<file path="config.mk">
export PLATFORM = sky130hd
export DESIGN_NAME = button_edge_command_encoder
export DESIGN_NICKNAME = d
export VERILOG_FILES = /design/src/hw/rtl/bece_pkg.sv /design/src/hw/rtl/bece_front.sv /design/src/hw/rtl/bece_fifo.sv /design/src/hw/rtl/bece_back.sv /design/src/hw/rtl/button_edge_command_encoder.sv
export SDC_FILE = /design/constraint.sdc
export NUM_CORES = 1
export LEC_CHECK = 0
export BUFFER_PORTS_ARGS = -buffer_cell sky130_fd_sc_hd__buf_2
export CORE_MARGIN = 5
export CORE_UTILIZATION = 45
export CTS_BUF_LIST = sky130_fd_sc_hd__clkbuf_4 sky130_fd_sc_hd__clkbuf_8
export DETAILED_ROUTE_END_ITERATION = 10
export PLACE_DENSITY = 0.66
export SLEW_MARGIN = 20
export SYNTH_ARGS = -nofsm -noshare
export SYNTH_HDL_FRONTEND = slang
export SYNTH_HIERARCHICAL = 1
export SYNTH_SLANG_ARGS = --single-unit
</file>
<file path="constraint.sdc">
create_clock -name clk -period 4.1 [get_ports clk]
set_input_delay 0.41 -clock clk [delete_from_list [all_inputs] [get_ports clk]]
set_output_delay 0.41 -clock clk [all_outputs]
set_load 0.02 [all_outputs]
</file>
<file path="src/hw/rtl/bece_pkg.sv">
// Package: types, constants and byte lookup for the button edge command encoder
package bece_pkg;

	localparam int BECE_BTN_W     = 6;
	localparam int BECE_EVT_W     = 7;
	localparam int BECE_PERIOD_W  = 16;
	localparam int BECE_BYTE_W    = 8;
	localparam int BECE_CFG_W     = 16;
	localparam int BECE_IDX_W     = 1;
	localparam int BECE_FIFO_DEPTH = 4;

	localparam logic [BECE_IDX_W-1:0] BECE_REG_PERIOD = 1'b0;
	localparam logic [BECE_IDX_W-1:0] BECE_REG_MASK   = 1'b1;

	localparam logic [BECE_PERIOD_W-1:0] BECE_PERIOD_RESET = 16'd1000;
	localparam logic [BECE_BTN_W-1:0]    BECE_MASK_RESET   = 6'h3F;
	localparam logic [BECE_BTN_W-1:0]    BECE_LEVELS_RESET = 6'h3F;

	localparam logic [BECE_BYTE_W-1:0] BECE_NL   = 8'h0A;
	localparam logic [BECE_BYTE_W-1:0] BECE_CH_D = 8'h44;
	localparam logic [BECE_BYTE_W-1:0] BECE_CH_R = 8'h52;
	localparam logic [BECE_BYTE_W-1:0] BECE_CH_U = 8'h55;
	localparam logic [BECE_BYTE_W-1:0] BECE_CH_L = 8'h4C;
	localparam logic [BECE_BYTE_W-1:0] BECE_CH_A = 8'h41;
	localparam logic [BECE_BYTE_W-1:0] BECE_CH_B = 8'h42;
	localparam logic [BECE_BYTE_W-1:0] BECE_CH_H = 8'h48;

	// event bits in send order: D R U L A B H
	typedef logic [BECE_EVT_W-1:0] bece_evt_t;

	// queue head as seen by the back end
	typedef struct packed {
		logic      avail;
		bece_evt_t evt;
	} bece_head_t;

	// letter for a one-hot event vector
	function automatic logic [BECE_BYTE_W-1:0] bece_letter(input bece_evt_t oh);
		logic [BECE_BYTE_W-1:0] r;
		r = BECE_CH_H;
		unique case (1'b1)
			oh[0]: r = BECE_CH_D;
			oh[1]: r = BECE_CH_R;
			oh[2]: r = BECE_CH_U;
			oh[3]: r = BECE_CH_L;
			oh[4]: r = BECE_CH_A;
			oh[5]: r = BECE_CH_B;
			default: r = BECE_CH_H;
		endcase
		return r;
	endfunction

endpackage

</file>
<file path="src/hw/rtl/bece_front.sv">
// Front end: config registers, edge detection and heartbeat counting
module bece_front import bece_pkg::*; (
	input  logic                    clk,
	input  logic                    arst_n,
	input  logic                    cfg_we,
	input  logic [BECE_IDX_W-1:0]   cfg_index,
	input  logic [BECE_CFG_W-1:0]   cfg_data,
	input  logic                    in_valid,
	output logic                    in_ready,
	input  logic [BECE_BTN_W-1:0]   buttons,
	input  logic                    tick,
	input  logic                    q_full,
	output logic                    q_push,
	output bece_evt_t               q_evt
);

	logic [BECE_PERIOD_W-1:0] period_q;
	logic [BECE_BTN_W-1:0]    mask_q;
	logic [BECE_BTN_W-1:0]    levels_q;
	logic [BECE_PERIOD_W-1:0] count_q;

	logic [BECE_BTN_W-1:0]    pressed;
	logic [BECE_PERIOD_W:0]   cnt_next;
	logic                     hb_fire;
	logic                     accept;

	assign in_ready = !q_full;
	assign accept   = in_valid && in_ready;
	assign pressed  = levels_q & ~buttons & mask_q;
	assign cnt_next = {1'b0, count_q} + {{BECE_PERIOD_W{1'b0}}, 1'b1};
	assign hb_fire  = tick && (cnt_next >= {1'b0, period_q});

	assign q_evt  = {hb_fire, pressed[5], pressed[4], pressed[3],
		pressed[0], pressed[2], pressed[1]};
	assign q_push = accept && (q_evt != '0);

	always_ff @(posedge clk or negedge arst_n) begin
		if (!arst_n) begin
			period_q <= BECE_PERIOD_RESET;
			mask_q   <= BECE_MASK_RESET;
			levels_q <= BECE_LEVELS_RESET;
			count_q  <= '0;
		end else begin
			if (cfg_we) begin
				unique case (cfg_index)
					BECE_REG_PERIOD: period_q <= cfg_data[BECE_PERIOD_W-1:0];
					BECE_REG_MASK:   mask_q   <= cfg_data[BECE_BTN_W-1:0];
					default: ;
				endcase
			end
			if (accept) begin
				levels_q <= buttons;
				if (tick) begin
					count_q <= hb_fire ? '0 : cnt_next[BECE_PERIOD_W-1:0];
				end
			end
		end
	end

endmodule

</file>
<file path="src/hw/rtl/bece_fifo.sv">
// Short event queue between front and back ends
module bece_fifo import bece_pkg::*; #(
	parameter int DEPTH = BECE_FIFO_DEPTH
) (
	input  logic       clk,
	input  logic       arst_n,
	input  logic       push,
	input  bece_evt_t  push_evt,
	output logic       full,
	input  logic       pop,
	output bece_head_t head
);

	localparam int AW = (DEPTH > 1) ? $clog2(DEPTH) : 1;
	localparam int CW = $clog2(DEPTH + 1);

	bece_evt_t       mem_q [DEPTH];
	logic [AW-1:0]   wr_ptr_q;
	logic [AW-1:0]   rd_ptr_q;
	logic [CW-1:0]   cnt_q;

	assign full       = (cnt_q == CW'(DEPTH));
	assign head.avail = (cnt_q != '0);
	assign head.evt   = mem_q[rd_ptr_q];

	always_ff @(posedge clk) begin
		if (push) begin
			mem_q[wr_ptr_q] <= push_evt;
		end
	end

	always_ff @(posedge clk or negedge arst_n) begin
		if (!arst_n) begin
			wr_ptr_q <= '0;
			rd_ptr_q <= '0;
			cnt_q    <= '0;
		end else begin
			if (push) begin
				wr_ptr_q <= (wr_ptr_q == AW'(DEPTH - 1)) ? '0 : wr_ptr_q + 1'b1;
			end
			if (pop) begin
				rd_ptr_q <= (rd_ptr_q == AW'(DEPTH - 1)) ? '0 : rd_ptr_q + 1'b1;
			end
			case ({push, pop})
				2'b10:   cnt_q <= cnt_q + 1'b1;
				2'b01:   cnt_q <= cnt_q - 1'b1;
				default: cnt_q <= cnt_q;
			endcase
		end
	end

endmodule

</file>
<file path="src/hw/rtl/bece_back.sv">
// Back end: expands event vectors into letter/newline words
module bece_back import bece_pkg::*; (
	input  logic                   clk,
	input  logic                   arst_n,
	input  bece_head_t             head,
	output logic                   pop,
	output logic                   out_valid,
	input  logic                   out_ready,
	output logic [BECE_BYTE_W-1:0] byte_res,
	output logic                   last
);

	logic       active_q;
	logic       nl_q;
	bece_evt_t  rem_q;
	logic       out_valid_q;
	logic [BECE_BYTE_W-1:0] byte_q;
	logic       last_q;

	bece_evt_t  sel;
	bece_evt_t  low;
	bece_evt_t  rest;
	logic       have;
	logic       adv;

	assign sel  = active_q ? rem_q : head.evt;
	assign have = active_q || head.avail;
	assign low  = sel & (~sel + 1'b1);
	assign rest = sel & ~low;
	assign adv  = !out_valid_q || out_ready;
	assign pop  = adv && !active_q && head.avail;

	assign out_valid = out_valid_q;
	assign byte_res  = byte_q;
	assign last      = last_q;

	always_ff @(posedge clk or negedge arst_n) begin
		if (!arst_n) begin
			active_q    <= 1'b0;
			nl_q        <= 1'b0;
			out_valid_q <= 1'b0;
		end else if (adv) begin
			out_valid_q <= have;
			if (have) begin
				if (!nl_q) begin
					nl_q     <= 1'b1;
					active_q <= 1'b1;
				end else begin
					nl_q     <= 1'b0;
					active_q <= (rest != '0);
				end
			end
		end
	end

	always_ff @(posedge clk) begin
		if (adv && have) begin
			if (!nl_q) begin
				byte_q <= bece_letter(low);
				last_q <= 1'b0;
				rem_q  <= sel;
			end else begin
				byte_q <= BECE_NL;
				last_q <= (rest == '0);
				rem_q  <= rest;
			end
		end
	end

endmodule

</file>
<file path="src/hw/rtl/button_edge_command_encoder.sv">
// Top level: button edge command encoder
// An item's first word passes the event queue, then the back end's output register.
// An item with k events (pressed buttons plus heartbeat) gives 2k output words,
// at most 14; the back end's one word per cycle register sets the pace unless stalled.
// Items that send nothing are not queued; input stalls only when the event queue is full.
// Reset: period 1000, all buttons enabled, levels released, tick count and queue cleared.
module button_edge_command_encoder import bece_pkg::*; #(
	parameter int FIFO_DEPTH = BECE_FIFO_DEPTH
) (
	input  logic                   clk,
	input  logic                   arst_n,
	input  logic                   cfg_we,
	input  logic [BECE_IDX_W-1:0]  cfg_index,
	input  logic [BECE_CFG_W-1:0]  cfg_data,
	input  logic                   in_valid,
	output logic                   in_ready,
	input  logic [BECE_BTN_W-1:0]  buttons,
	input  logic                   tick,
	output logic                   out_valid,
	input  logic                   out_ready,
	output logic [BECE_BYTE_W-1:0] byte_res,
	output logic                   last
);

	logic       q_full;
	logic       q_push;
	bece_evt_t  q_evt;
	logic       q_pop;
	bece_head_t q_head;

	bece_front u_front (
		.clk       (clk),
		.arst_n    (arst_n),
		.cfg_we    (cfg_we),
		.cfg_index (cfg_index),
		.cfg_data  (cfg_data),
		.in_valid  (in_valid),
		.in_ready  (in_ready),
		.buttons   (buttons),
		.tick      (tick),
		.q_full    (q_full),
		.q_push    (q_push),
		.q_evt     (q_evt)
	);

	bece_fifo #(
		.DEPTH (FIFO_DEPTH)
	) u_fifo (
		.clk      (clk),
		.arst_n   (arst_n),
		.push     (q_push),
		.push_evt (q_evt),
		.full     (q_full),
		.pop      (q_pop),
		.head     (q_head)
	);

	bece_back u_back (
		.clk       (clk),
		.arst_n    (arst_n),
		.head      (q_head),
		.pop       (q_pop),
		.out_valid (out_valid),
		.out_ready (out_ready),
		.byte_res  (byte_res),
		.last      (last)
	);

endmodule

</file>
==> results.md, run 1 <==
- Required time worst endpoint: approximately 4.4 ns
- Initial antenna violation count: 0
- GR peak layer: met2
- Largest net degree at the start of global routing: 34
- PwrDens: approximately 630 nW/um^2
- Max-cap viol count: 0
- Setup violators final: 0
- Hold Vio Cnt, Final: 0
- Final Max Tran Viols: 0
- Layout cells sized above 1: around 29%
- M2 GR Usage: between 20% and 30%
- Final period utilization: a little over nine tenths
- Pint: approximately 2.2 mW
- R2R Setup Slk: 0.18 ns
- Share of power burned in registers: 43.8%
- Starting Density: ~46%
- Total length of routed wires: around 9.9 mm
- Num CTS Buffers: 9
- CTS tree: built
- Slew margin rel.: between 30% and 40%
- IO Pins: 40
- Lkg Pwr: 2.37 nW
- Drt pass-1 iters: 4
- Vias in the first global route: 3358
- Total gr overflow: 0
- Post-DRT Antenna Nets: 0
- Critical-path cell list: and3_4 > nand3_2 > nor2_4 > buf_4 > nand3_2 > xor2_2 > inv_1 > ha_1 > nand3_1 > nor4_2 > buf_4 > a221oi_4 > a21o_2 > o21ai_1 > inv_1 > ha_1 > fa_1 > xnor2_1 > nor2_1 > xor2_1
- Final RePlAce weighted congestion: 0.840
- Met1 GRT Util: just over 20%
- Root buffer cell: clkbuf_8
- First-pass GRT wire length: ~16 mm
- Vias/cell: approximately 5.4
- Critical Path AT: 4.19 ns
- Syn_area_per_cell: 11.7 sq um
- Post-synthesis sequential element count: 96
- Synthesized instance count: 433
- Post-Syn Area: between 5000 and 6000 sq um
- Most frequent cells in the layout: nand2_1 (52), edfxtp_1 (42), buf_2 (37)
- Wire per inst: about 16 microns
- Most common cell after layout, fill and taps aside: nand2_1
- Synth cell types: 68
- Status: complete, no violations
- Die H: 116 microns
- Core Area: 10900 sq um
- Combinational power share: between 30% and 40%
- Reg clk slew, reported paths: 0.09 ns
- Die area: 13400 sq um
- Slowest cell on crit path: dfrtp_1
- Asr flop ratio synth: 56.3%
- Post-synth top flop: edfxtp_1
- Sw power: between 1 and 1.5 mW
- Fmax: 255 MHz
- Cells after DPL: about 610
- Largest fanout on the critical path: 5
- Gr usage total: 15.6%
- Non-filler cells, final: around 630
- Pwr Total: approximately 3.6 mW
- Synth warn: 6
- Clock Sink Count: 96
- Crit path max-delay family: simple AND/OR/NAND/NOR gates
- Nets: 534
- Max Buffers Root-to-Sink: 2
- Rows: 38
- Maximum resistive drop on vdd: 0.313 mV
- CP bufs+invs: 4
- Post-synth EDFFs: 42
- Net Sw Frac: between 30% and 40%
- Area grow syn2layout: 12.6%
- Met3 Use GR: 2.98%
- Clock Power Share: ~18%
- Max H-tree Level: 3
- Kind of critical path: reg2reg
- Final Critical Period: around 4 ns
- IO buf count: 37
- Sequential share of the synthesized area: between 50% and 60%
- DP Wirelength: slightly above 7 mm
- Hold crit path type: in2reg
- Die span in x: around 120 microns
- Setup TNS: 0 ns
- Via count: 3392
- Clock skew: approximately 0.013 ns
- Worst Tran Pin Value: roughly 0.93 ns
- Antenna cells: 0
- DR iter-0 viols: roughly 180
- Crit path launch type: register
- Crit path capture type: register
- DRC errors left: 0
- Clock insertion delay at the later pin of the skew report: about 0.36 ns
- Slowest stage delay, CP: around 0.44 ns
-- cell type report --
type / instances / area, sq um
Multi-Input combinational cell: 292 / 2260
Tap cell: 140 / 175
Sequential cell: 96 / 2640
Fill cell: 985 / 5250
Inverter: 31 / 116
Clock buffer: 10 / 138
Clock inverter: 6 / 66.3
Timing Repair Buffer: 51 / 293
-- stage by stage --
stage                     setup WS (ns)  area [sq um]  hold WS, ns  util (%)
after floorplan                  0.0293          5070        0.114         -
after global placement            0.189          5390        0.398      49.3
final                             0.183          5690        0.245      52.0
after CTS                        0.0489          5610        0.228      51.3
after detailed placement       -0.00912          5390        0.406      49.3
after global routing            -0.0747          5690        0.239      52.0
-- cell families after synthesis --
group	after synthesis	share of synthesized area, %
xor+xnor	17	2.95
buf+inv	46	4.46
compound gates	85	12.3
other cells	1	0.0742
simple gates	136	14.3
mux	28	7.68
fa+ha+maj	24	6.09
flops	96	52.1
-- worst paths after layout --
path	from	end	cells past startpoint
worst min-delay path	cfg_data[15]	u_front/period_q[15]$_DFFE_PN0P_	3
max in group asynchronous	arst_n	u_front/period_q[5]$_DFFE_PN1P_	3
worst max-delay path	u_front/count_q[3]$_DFFE_PN0P_	u_fifo/cnt_q[2]$_DFFE_PN0P_	20
min in group asynchronous	arst_n	u_front/period_q[12]$_DFFE_PN0P_	2
worst min register to register	u_front/period_q[6]$_DFFE_PN1P_	u_front/period_q[6]$_DFFE_PN1P_	2
worst max register to register	u_front/count_q[3]$_DFFE_PN0P_	u_fifo/cnt_q[2]$_DFFE_PN0P_	20
-- synthesized netlist by cell type (2+ instances only) --
cell type  number  area [sq um]
a31oi_1         3          18.8
nor2b_1         3          18.8
dfrtp_1        36           901
o311ai_2        2          32.5
nor3_4          2          32.5
nor2_1         22          82.6
nor3b_1         2          15.0
nor2_2          2          12.5
buf_4           5          37.5
a21o_1          5          37.5
ha_1           23           288
mux4_2          7           158
edfxtp_1       42          1260
nor3b_2         2          25.0
nand4_1         5          31.3
inv_1          30           113
nand2_1        52           195
o211ai_1        3          22.5
a21oi_1        12          60.1
o31ai_2         3          37.5
or3_1           4          25.0
nand2b_1       11          68.8
mux2i_1         5          50.1
o22ai_1         5          31.3
and2_1          5          31.3
xor2_1          8          70.1
clkbuf_1        5          18.8
and3_1          3          18.8
xnor2_1         9          78.8
nand3_1        10          50.1
o221ai_1        2          17.5
o21ai_0        33           165
mux2_2         16           180
buf_6           2          22.5
o21ai_1         2          10.0
nor4_1          3          18.8
dfstp_2        18           473
-- power by group through the flow --
stage | Combinational [mW] | Sequential (mW) | Clock (mW)
2_1_floorplan | 1.10 | 1.50 | 0
3_3_place_gp | 1.31 | 1.57 | 0
3_5_place_dp | 1.35 | 1.58 | 0
4_1_cts | 1.37 | 1.56 | 0.658
5_1_grt | 1.52 | 1.60 | 0.699
6_report | 1.37 | 1.56 | 0.635
-- layer usage --
metal | vias up | share of wire, %
met2 | 67 | 49
met5 | - | 0
met3 | 11 | 3.5
li1 | 1654 | -
met4 | 0 | 1.5
met1 | 1660 | 46
-- worst register-to-register path, cell delays in order, from the launching register on --
cell      delay (ns)
dfrtp_1         0.44
and3_4          0.22
nand3_2         0.13
nor2_4          0.16
buf_4           0.15
nand3_2         0.08
xor2_2          0.20
inv_1           0.07
ha_1            0.30
nand3_1         0.14
nor4_2          0.20
buf_4           0.17
a221oi_4        0.06
a21o_2          0.24
o21ai_1         0.13
inv_1           0.10
ha_1            0.24
fa_1            0.38
xnor2_1         0.13
nor2_1          0.13
xor2_1          0.18
-- flip-flops by register name, indices dropped and copies added (netlist names) --
register and cells:
u_back/rem_q 7, u_front/levels_q 6, u_front/count_q 16, u_fifo/cnt_q 3, u_back/out_valid 1, u_back/byte_res 6
u_front/period_q 16, u_fifo/mem_q 28, u_back/last 1, u_front/mask_q 6, u_back/nl_q 1, u_fifo/wr_ptr_q 2
u_back/active_q 1, u_fifo/rd_ptr_q 2
-- what timing repair did --
| action | CTS | global route |
|---|---|---|
| endpoints found under the setup margin | 1 | 2 |
| buffers inserted | 1 | 3 |
| hold buffers | 1 | 0 |
| pin swaps | 0 | 5 |
| hold endpoints to repair | 1 | 0 |
| gates resized for setup | 1 | 8 |
No activity file was read; power rests on OpenSTA's default activity.
==> inputs of run 2 (changes only) <==
--- a/config.mk
+++ b/config.mk
@@ -11,7 +11,8 @@
 export CTS_BUF_LIST = sky130_fd_sc_hd__clkbuf_4 sky130_fd_sc_hd__clkbuf_8
 export DETAILED_ROUTE_END_ITERATION = 10
 export PLACE_DENSITY = 0.66
-export SLEW_MARGIN = 20
+export RECOVER_POWER = 25
+export SKIP_LAST_GASP = 1
 export SYNTH_ARGS = -nofsm -noshare
 export SYNTH_HDL_FRONTEND = slang
 export SYNTH_HIERARCHICAL = 1
==> run 2 against run 1 <==
Compared with the run above: power barely moved; cell count did not move; clock skew about the same; fmax about the same; non-clock buffer count is the same; critical path depth stayed put; utilization is essentially flat; count of clock-buffer cells in the layout did not move; clock power hardly changed; sequential cell count unchanged; combinational power hardly changed.
==> results.md, run 2 (synthesis gave the netlist of run 1 again) <==
- PwrDens: 626 nW/um^2 (about the same)
- Slew margin rel.: 21.0% (-17 points)
- DR iter-0 viols: 183 (unchanged)
- Die area: 13400 sq um (unchanged)
- Gr usage total: 15.6% (unchanged)
- IO Pins: 40 (unchanged)
- Required time worst endpoint: 4.38 ns (about the same)
- Max-cap viol count: 0 (unchanged)
- Max H-tree Level: 3 (unchanged)
- Crit path capture type: register
- Largest registers: u_fifo/mem_q: 28 flops, u_front/count_q: 16 flops, u_front/period_q: 16 flops
- Placed inst area: 5390 sq um (unchanged)
- Die span in x: 116 microns (unchanged)
- IO buf count: 37 (unchanged)
- Clock Sink Count: 96 (unchanged)
- Die H: 116 microns (unchanged)
- Rows: 38 (unchanged)
- Antenna cells: 0 (unchanged)
- First-pass GRT wire length: 16.3 mm (unchanged)
- Max FFs per register: 28 (unchanged)
- Nets: 534 (unchanged)
- Setup violators final: 0 (unchanged)
- Status: complete, no violations
- Fmax: 255 MHz (about the same)
- Vias in the first global route: 3358 (unchanged)
- Final period utilization: 95.5% (about the same)
- Final Max Tran Viols: 0 (unchanged)
- Num CTS Buffers: 9 (unchanged)
- Initial antenna violation count: 0 (unchanged)
- Most common cell after layout, fill and taps aside: nand2_1
- Maximum resistive drop on vdd: 0.312 mV (-0.37%)
- Total length of routed wires: 9.89 mm (+0.12%)
- Crit path launch type: register
- Wire per inst: 15.8 microns (+0.12%)
- Largest net degree at the start of global routing: 34 (unchanged)
- Final RePlAce weighted congestion: 0.840 (unchanged)
- Hold_ws: 0.246 ns (+0.000684 ns)
- Reg clk slew, reported paths: 0.09 ns (about the same)
- Most flops, register: u_fifo/mem_q
- Most frequent cells in the layout: nand2_1 (52), edfxtp_1 (42), dfrtp_1 (36)
- Core Area: 10900 sq um (unchanged)
- Area grow syn2layout: 12.5% (about the same)
- Setup TNS: 0 ns (unchanged)
- Worst Tran Pin Value: 1.18 ns (+0.254 ns)
- Finished Cell Area: 5680 sq um (about the same)
- Clock insertion delay at the later pin of the skew report: 0.36 ns (about the same)
- Max Buffers Root-to-Sink: 2 (unchanged)
- Hold crit path type: in2reg
- Pwr Total: 3.56 mW (about the same)
- Hold Vio Cnt, Final: 0 (unchanged)
- Final Critical Period: 3.92 ns (-0.000125 ns)
- Critical Path AT: 4.19 ns (about the same)
- Layout cells sized above 1: 27.6% (-1.6 points)
- Lkg Pwr: 2.36 nW (-0.26%)
- DRC errors left: 0 (unchanged)
- Vias/cell: 5.42 (about the same)
- Starting Density: 46.2% (unchanged)
- Clock skew: 0.0125 ns (-0.00000250 ns)
- Drt pass-1 iters: 4 (unchanged)
- Largest fanout on the critical path: 5 (unchanged)
- Kind of critical path: reg2reg
- Root buffer cell: clkbuf_8
- Via count: 3391 (-0.029%)
- Total gr overflow: 0 (unchanged)
- CTS tree: built
- Post-DRT Antenna Nets: 0 (unchanged)
- DP Wirelength: 7.12 mm (unchanged)
## run 2: cell count changes in the layout (fill, tap and decap cells not counted), sizes merged
cell	previous run	this run
buf	50	48
clkbuf	10	12
## run 2: repair_timing
action | 4_1_cts | 5_1_grt
endpoints found under the hold margin | 1 | 0
resized for setup | 1 | 8
buffers inserted | 1 | 3
pin swaps | 0 | 5
endpoints found under the setup margin | 1 | 2
hold buffers | 1 | 0
## run 2: path summary, 6_finish.rpt
kind,endpoint,startpoint,cells after the start,slack [ns]
min in group asynchronous,u_front/period_q[12]$_DFFE_PN0P_,arst_n,2,0.80
hold reg to reg,u_front/period_q[6]$_DFFE_PN1P_,u_front/period_q[6]$_DFFE_PN1P_,2,0.51
setup / recovery,u_fifo/cnt_q[2]$_DFFE_PN0P_,u_front/count_q[3]$_DFFE_PN0P_,20,0.18
hold / removal,u_front/period_q[15]$_DFFE_PN0P_,cfg_data[15],3,0.25
max in group asynchronous,u_front/period_q[5]$_DFFE_PN1P_,arst_n,3,2.21
setup reg to reg,u_fifo/cnt_q[2]$_DFFE_PN0P_,u_front/count_q[3]$_DFFE_PN0P_,20,0.18
## run 2: routing by layer
layer | track usage, % | wire (microns)
met1 | 20.4 | 4570
met2 | 25.5 | 4820
met3 | 2.98 | 348
met4 | 6.57 | 153
met5 | 0 | 0
## run 2: worst max-delay path, stage by stage, from the launching register on
cell      delay, ns
dfrtp_1        0.44
and3_4         0.22
nand3_2        0.13
nor2_4         0.16
buf_4          0.15
nand3_2        0.08
xor2_2         0.20
inv_1          0.07
ha_1           0.30
nand3_1        0.14
nor4_2         0.20
buf_4          0.17
a221oi_4       0.06
a21o_2         0.23
o21ai_1        0.13
inv_1          0.10
ha_1           0.24
fa_1           0.38
xnor2_1        0.13
nor2_1         0.13
xor2_1         0.18
## run 2: area by class of cell
| type | instances | area, sq um |
|---|---|---|
| clock inverter | 6 | 66.3 |
| inverter | 31 | 116 |
| sequential | 96 | 2640 |
| multi-input combinational | 292 | 2260 |
| clock buffer | 10 | 138 |
| tap | 140 | 175 |
| fill | 987 | 5250 |
| timing repair buffer | 51 | 290 |
## run 2: where the power goes
group | leakage (nW) | internal, mW | total, mW | switching (mW)
registers | 1.03 | 1.31 | 1.56 | 0.244
logic | 1.23 | 0.603 | 1.37 | 0.764
clock network | 0.107 | 0.301 | 0.635 | 0.334
## run 2: metrics by stage
step | util (%) | setup slack, ns | std cells
2_1_floorplan | - | 0.0293 | 434
3_3_place_gp | 49.3 | 0.189 | 605
3_5_place_dp | 49.3 | -0.00912 | 605
4_1_cts | 51.3 | 0.0489 | 623
5_1_grt | 52.0 | -0.0747 | 626
6_report | 52.0 | 0.183 | 626
==> inputs of run 3 (changes only) <==
--- a/config.mk
+++ b/config.mk
@@ -6,10 +6,12 @@
 export NUM_CORES = 1
 export LEC_CHECK = 0
 export BUFFER_PORTS_ARGS = -buffer_cell sky130_fd_sc_hd__buf_2
+export CORE_ASPECT_RATIO = 1.2
 export CORE_MARGIN = 5
 export CORE_UTILIZATION = 45
 export CTS_BUF_LIST = sky130_fd_sc_hd__clkbuf_4 sky130_fd_sc_hd__clkbuf_8
 export DETAILED_ROUTE_END_ITERATION = 10
+export GPL_ROUTABILITY_DRIVEN = 0
 export PLACE_DENSITY = 0.66
 export RECOVER_POWER = 25
 export SKIP_LAST_GASP = 1
==> run 3 against run 2 <==
Compared with the run above: the run now ends with capacitance limit, slew limit left; register-to-register slack improved by 0.07 ns; design area increased by 0.35%; critical path depth decreased by 2; sequential power about the same; worst hold slack improved by 0.0074 ns; non-clock buffer count increased by 2; first-iteration DRC count decreased by 27%; die area about the same; combinational power about the same; cell count decreased by 0.96%; utilization decreased by 0.29 points; highest routed layer unchanged.
==> results.md, run 3 (synthesis gave the netlist of run 1 again) <==
- PwrDens: 645 nW/um^2 (+3.0%)
- Slowest stage delay, CP: 0.42 ns (-0.02 ns)
- Via count: 3387 (-0.12%)
- Most frequent cells in the layout: nand2_1 (52), edfxtp_1 (42), buf_2 (37)
- Starting Density: 45.8% (-0.42 points)
- Finished Cell Area: 5700 sq um (+0.35%)
- Largest net degree at the start of global routing: 55 (+62%)
- Clock insertion delay at the later pin of the skew report: 0.36 ns (about the same)
- Share of power burned in registers: 42.3% (-1.4 points)
- Total gr overflow: 0 (unchanged)
- Combinational power share: 37.6% (-0.8 points)
- Final period utilization: 93.7% (-1.8 points)
- Lkg Pwr: 2.39 nW (+1.1%)
- Hold Vio Cnt, Final: 0 (unchanged)
- Setup violators final: 0 (unchanged)
- Vias/cell: 5.46 (+0.85%)
- CP bufs+invs: 2 (-2)
- Area grow syn2layout: 12.9%
- Critical Path AT: 4.12 ns (-0.07 ns)
- Clock Power Share: 20.1% (+2.3 points)
- Reg clk slew, reported paths: 0.09 ns (about the same)
- Clock Sink Count: 96 (unchanged)
- Crit path capture type: register
- Pwr Total: 3.68 mW (+3.4%)
- Worst Tran Pin Value: 2.92 ns (+1.74 ns)
- Crit path max-delay family: simple AND/OR/NAND/NOR gates
- Wire per inst: 16.0 microns (+1.6%)
- Kind of critical path: reg2reg
- Crit path launch type: register
- Most common cell after layout, fill and taps aside: nand2_1
- IO Pins: 40 (unchanged)
- Most flops, register: u_fifo/mem_q
- DP Wirelength: 7.29 mm (+2.5%)
- Pint: 2.35 mW (+6.0%)
- Maximum resistive drop on vdd: 0.289 mV (-7.4%)
- Critical-path cell list: ha_4 > nand4_2 > or3_4 > nor2_4 > xnor2_1 > ha_1 > nand3_1 > nor4_2 > buf_4 > a221oi_4 > a21o_2 > o21ai_1 > inv_1 > ha_1 > fa_1 > xnor2_1 > nor2_1 > xor2_1
- IO buf count: 37 (unchanged)
- Utilization after layout: 51.7% (-0.29 points)
- Slowest cell on crit path: dfrtp_2
- Core Area: 11000 sq um (+0.92%)
- Largest fanout on the critical path: 5 (unchanged)
- Slew margin rel.: -94.7% (-120 points)
- Gr usage total: 15.3% (-0.29 points)
- Max H-tree Level: 3 (unchanged)
- First-pass GRT wire length: 16.5 mm (+1.1%)
- Largest registers: u_fifo/mem_q: 28 flops, u_front/count_q: 16 flops, u_front/period_q: 16 flops
- Nets: 536 (+0.37%)
- Root buffer cell: clkbuf_8
- Die span in x: 107 microns (-8.0%)
- Required time worst endpoint: 4.38 ns (about the same)
- DP Worst Slack: 0.0347 ns (+0.0438 ns)
- Final Critical Period: 3.84 ns (-0.0750 ns)
- Antenna cells: 0 (unchanged)
- Net Sw Frac: 36.2% (-1.6 points)
- Violated checks: capacitance limit, slew limit
- Fmax: 260 MHz (+2.0%)
- Placed inst area: 5390 sq um (about the same)
- DRC errors left: 0 (unchanged)
- Die H: 126 microns (+8.7%)
- Vias in the first global route: 3421 (+1.9%)
- Post-DRT Antenna Nets: 0 (unchanged)
- Num CTS Buffers: 9 (unchanged)
- Clock skew: 0.0133 ns (+0.000781 ns)
- Post-route setup slack: 0.258 ns (+0.0750 ns)
- Drt pass-1 iters: 4 (unchanged)
- Hold_ws: 0.253 ns (+0.00743 ns)
- Max Buffers Root-to-Sink: 2 (unchanged)
- CTS tree: built
- DR iter-0 viols: 133 (-27%)
- Max-cap viol count: 1 (+1)
- Die area: 13500 sq um (about the same)
- Hold crit path type: in2reg
- Sw power: 1.33 mW (-0.86%)
- Total length of routed wires: 9.95 mm (+0.59%)
- Status: finished with violations
- Initial antenna violation count: 0 (unchanged)
- Rows: 42 (+11%)
- Max FFs per register: 28 (unchanged)
- Layout cells sized above 1: 28.3% (+0.71 points)
- Final Max Tran Viols: 55 (+55)
## run 3: changes by cell type in the layout (fill, tap and decap cells not counted), moves of 2 or more
cell	before	now
buf_2	35	37
dfstp_2	14	18
buf_4	13	15
bufinv_16	1	3
dfstp_1	4	0
clkinv_4	2	0
## run 3: path summary, 6_finish.rpt
kind | cells past startpoint | slack (ns) | start | end
setup / recovery | 18 | 0.26 | u_front/count_q[1]$_DFFE_PN0P_ | u_fifo/cnt_q[2]$_DFFE_PN0P_
hold / removal | 3 | 0.25 | cfg_data[12] | u_front/period_q[12]$_DFFE_PN0P_
setup reg to reg | 18 | 0.26 | u_front/count_q[1]$_DFFE_PN0P_ | u_fifo/cnt_q[2]$_DFFE_PN0P_
hold reg to reg | 1 | 0.50 | u_fifo/cnt_q[2]$_DFFE_PN0P_ | u_fifo/cnt_q[2]$_DFFE_PN0P_
max in group asynchronous | 2 | 1.15 | arst_n | u_front/count_q[1]$_DFFE_PN0P_
min in group asynchronous | 2 | 1.08 | arst_n | u_fifo/rd_ptr_q[1]$_DFFE_PN0P_
## run 3: layout make-up
cell class              instances  area [sq um]
repair buffers                 53           302
inverters                      31           116
clock inverters                 6           106
clock buffers                  10           138
well taps                     132           165
multi-input cells             292          2240
flip-flops and latches         96          2640
fillers                       991          5330
## run 3: stage by stage
stage	TNS [ns]	std cells
2_1_floorplan	0	434
3_3_place_gp	0	599
3_5_place_dp	0	599
4_1_cts	0	615
5_1_grt	-0.0183	620
6_report	0	620
## run 3: what timing repair did
| item | 4_1_cts | 5_1_grt |
|---|---|---|
| setup endpoints to repair | 0 | 30 |
| hold buffers | 0 | 0 |
| setup buffers | 0 | 5 |
| gates resized for setup | 0 | 7 |
## run 3: worst register-to-register path, stage by stage, from the launching register on
cell and delay [ns]:
dfrtp_2 0.42, ha_4 0.17, nand4_2 0.16, or3_4 0.41
nor2_4 0.15, xnor2_1 0.08, ha_1 0.30, nand3_1 0.12
nor4_2 0.29, buf_4 0.16, a221oi_4 0.06, a21o_2 0.24
o21ai_1 0.09, inv_1 0.08, ha_1 0.24, fa_1 0.40
xnor2_1 0.13, nor2_1 0.11, xor2_1 0.17
## run 3: routing by layer
layer | global-route usage, % | wire [microns]
met1 | 17.6 | 3970
met4 | 5.42 | 194
met2 | 27.8 | 5440
met3 | 3.33 | 339
met5 | 0 | 0
## run 3: power by group through the flow
stage / registers, mW / logic (mW) / clock network (mW)
5_1_grt: 1.60 / 1.54 / 0.801
2_1_floorplan: 1.50 / 1.10 / 0
3_3_place_gp: 1.56 / 1.32 / 0
6_report: 1.56 / 1.38 / 0.739
4_1_cts: 1.55 / 1.37 / 0.757
3_5_place_dp: 1.57 / 1.36 / 0
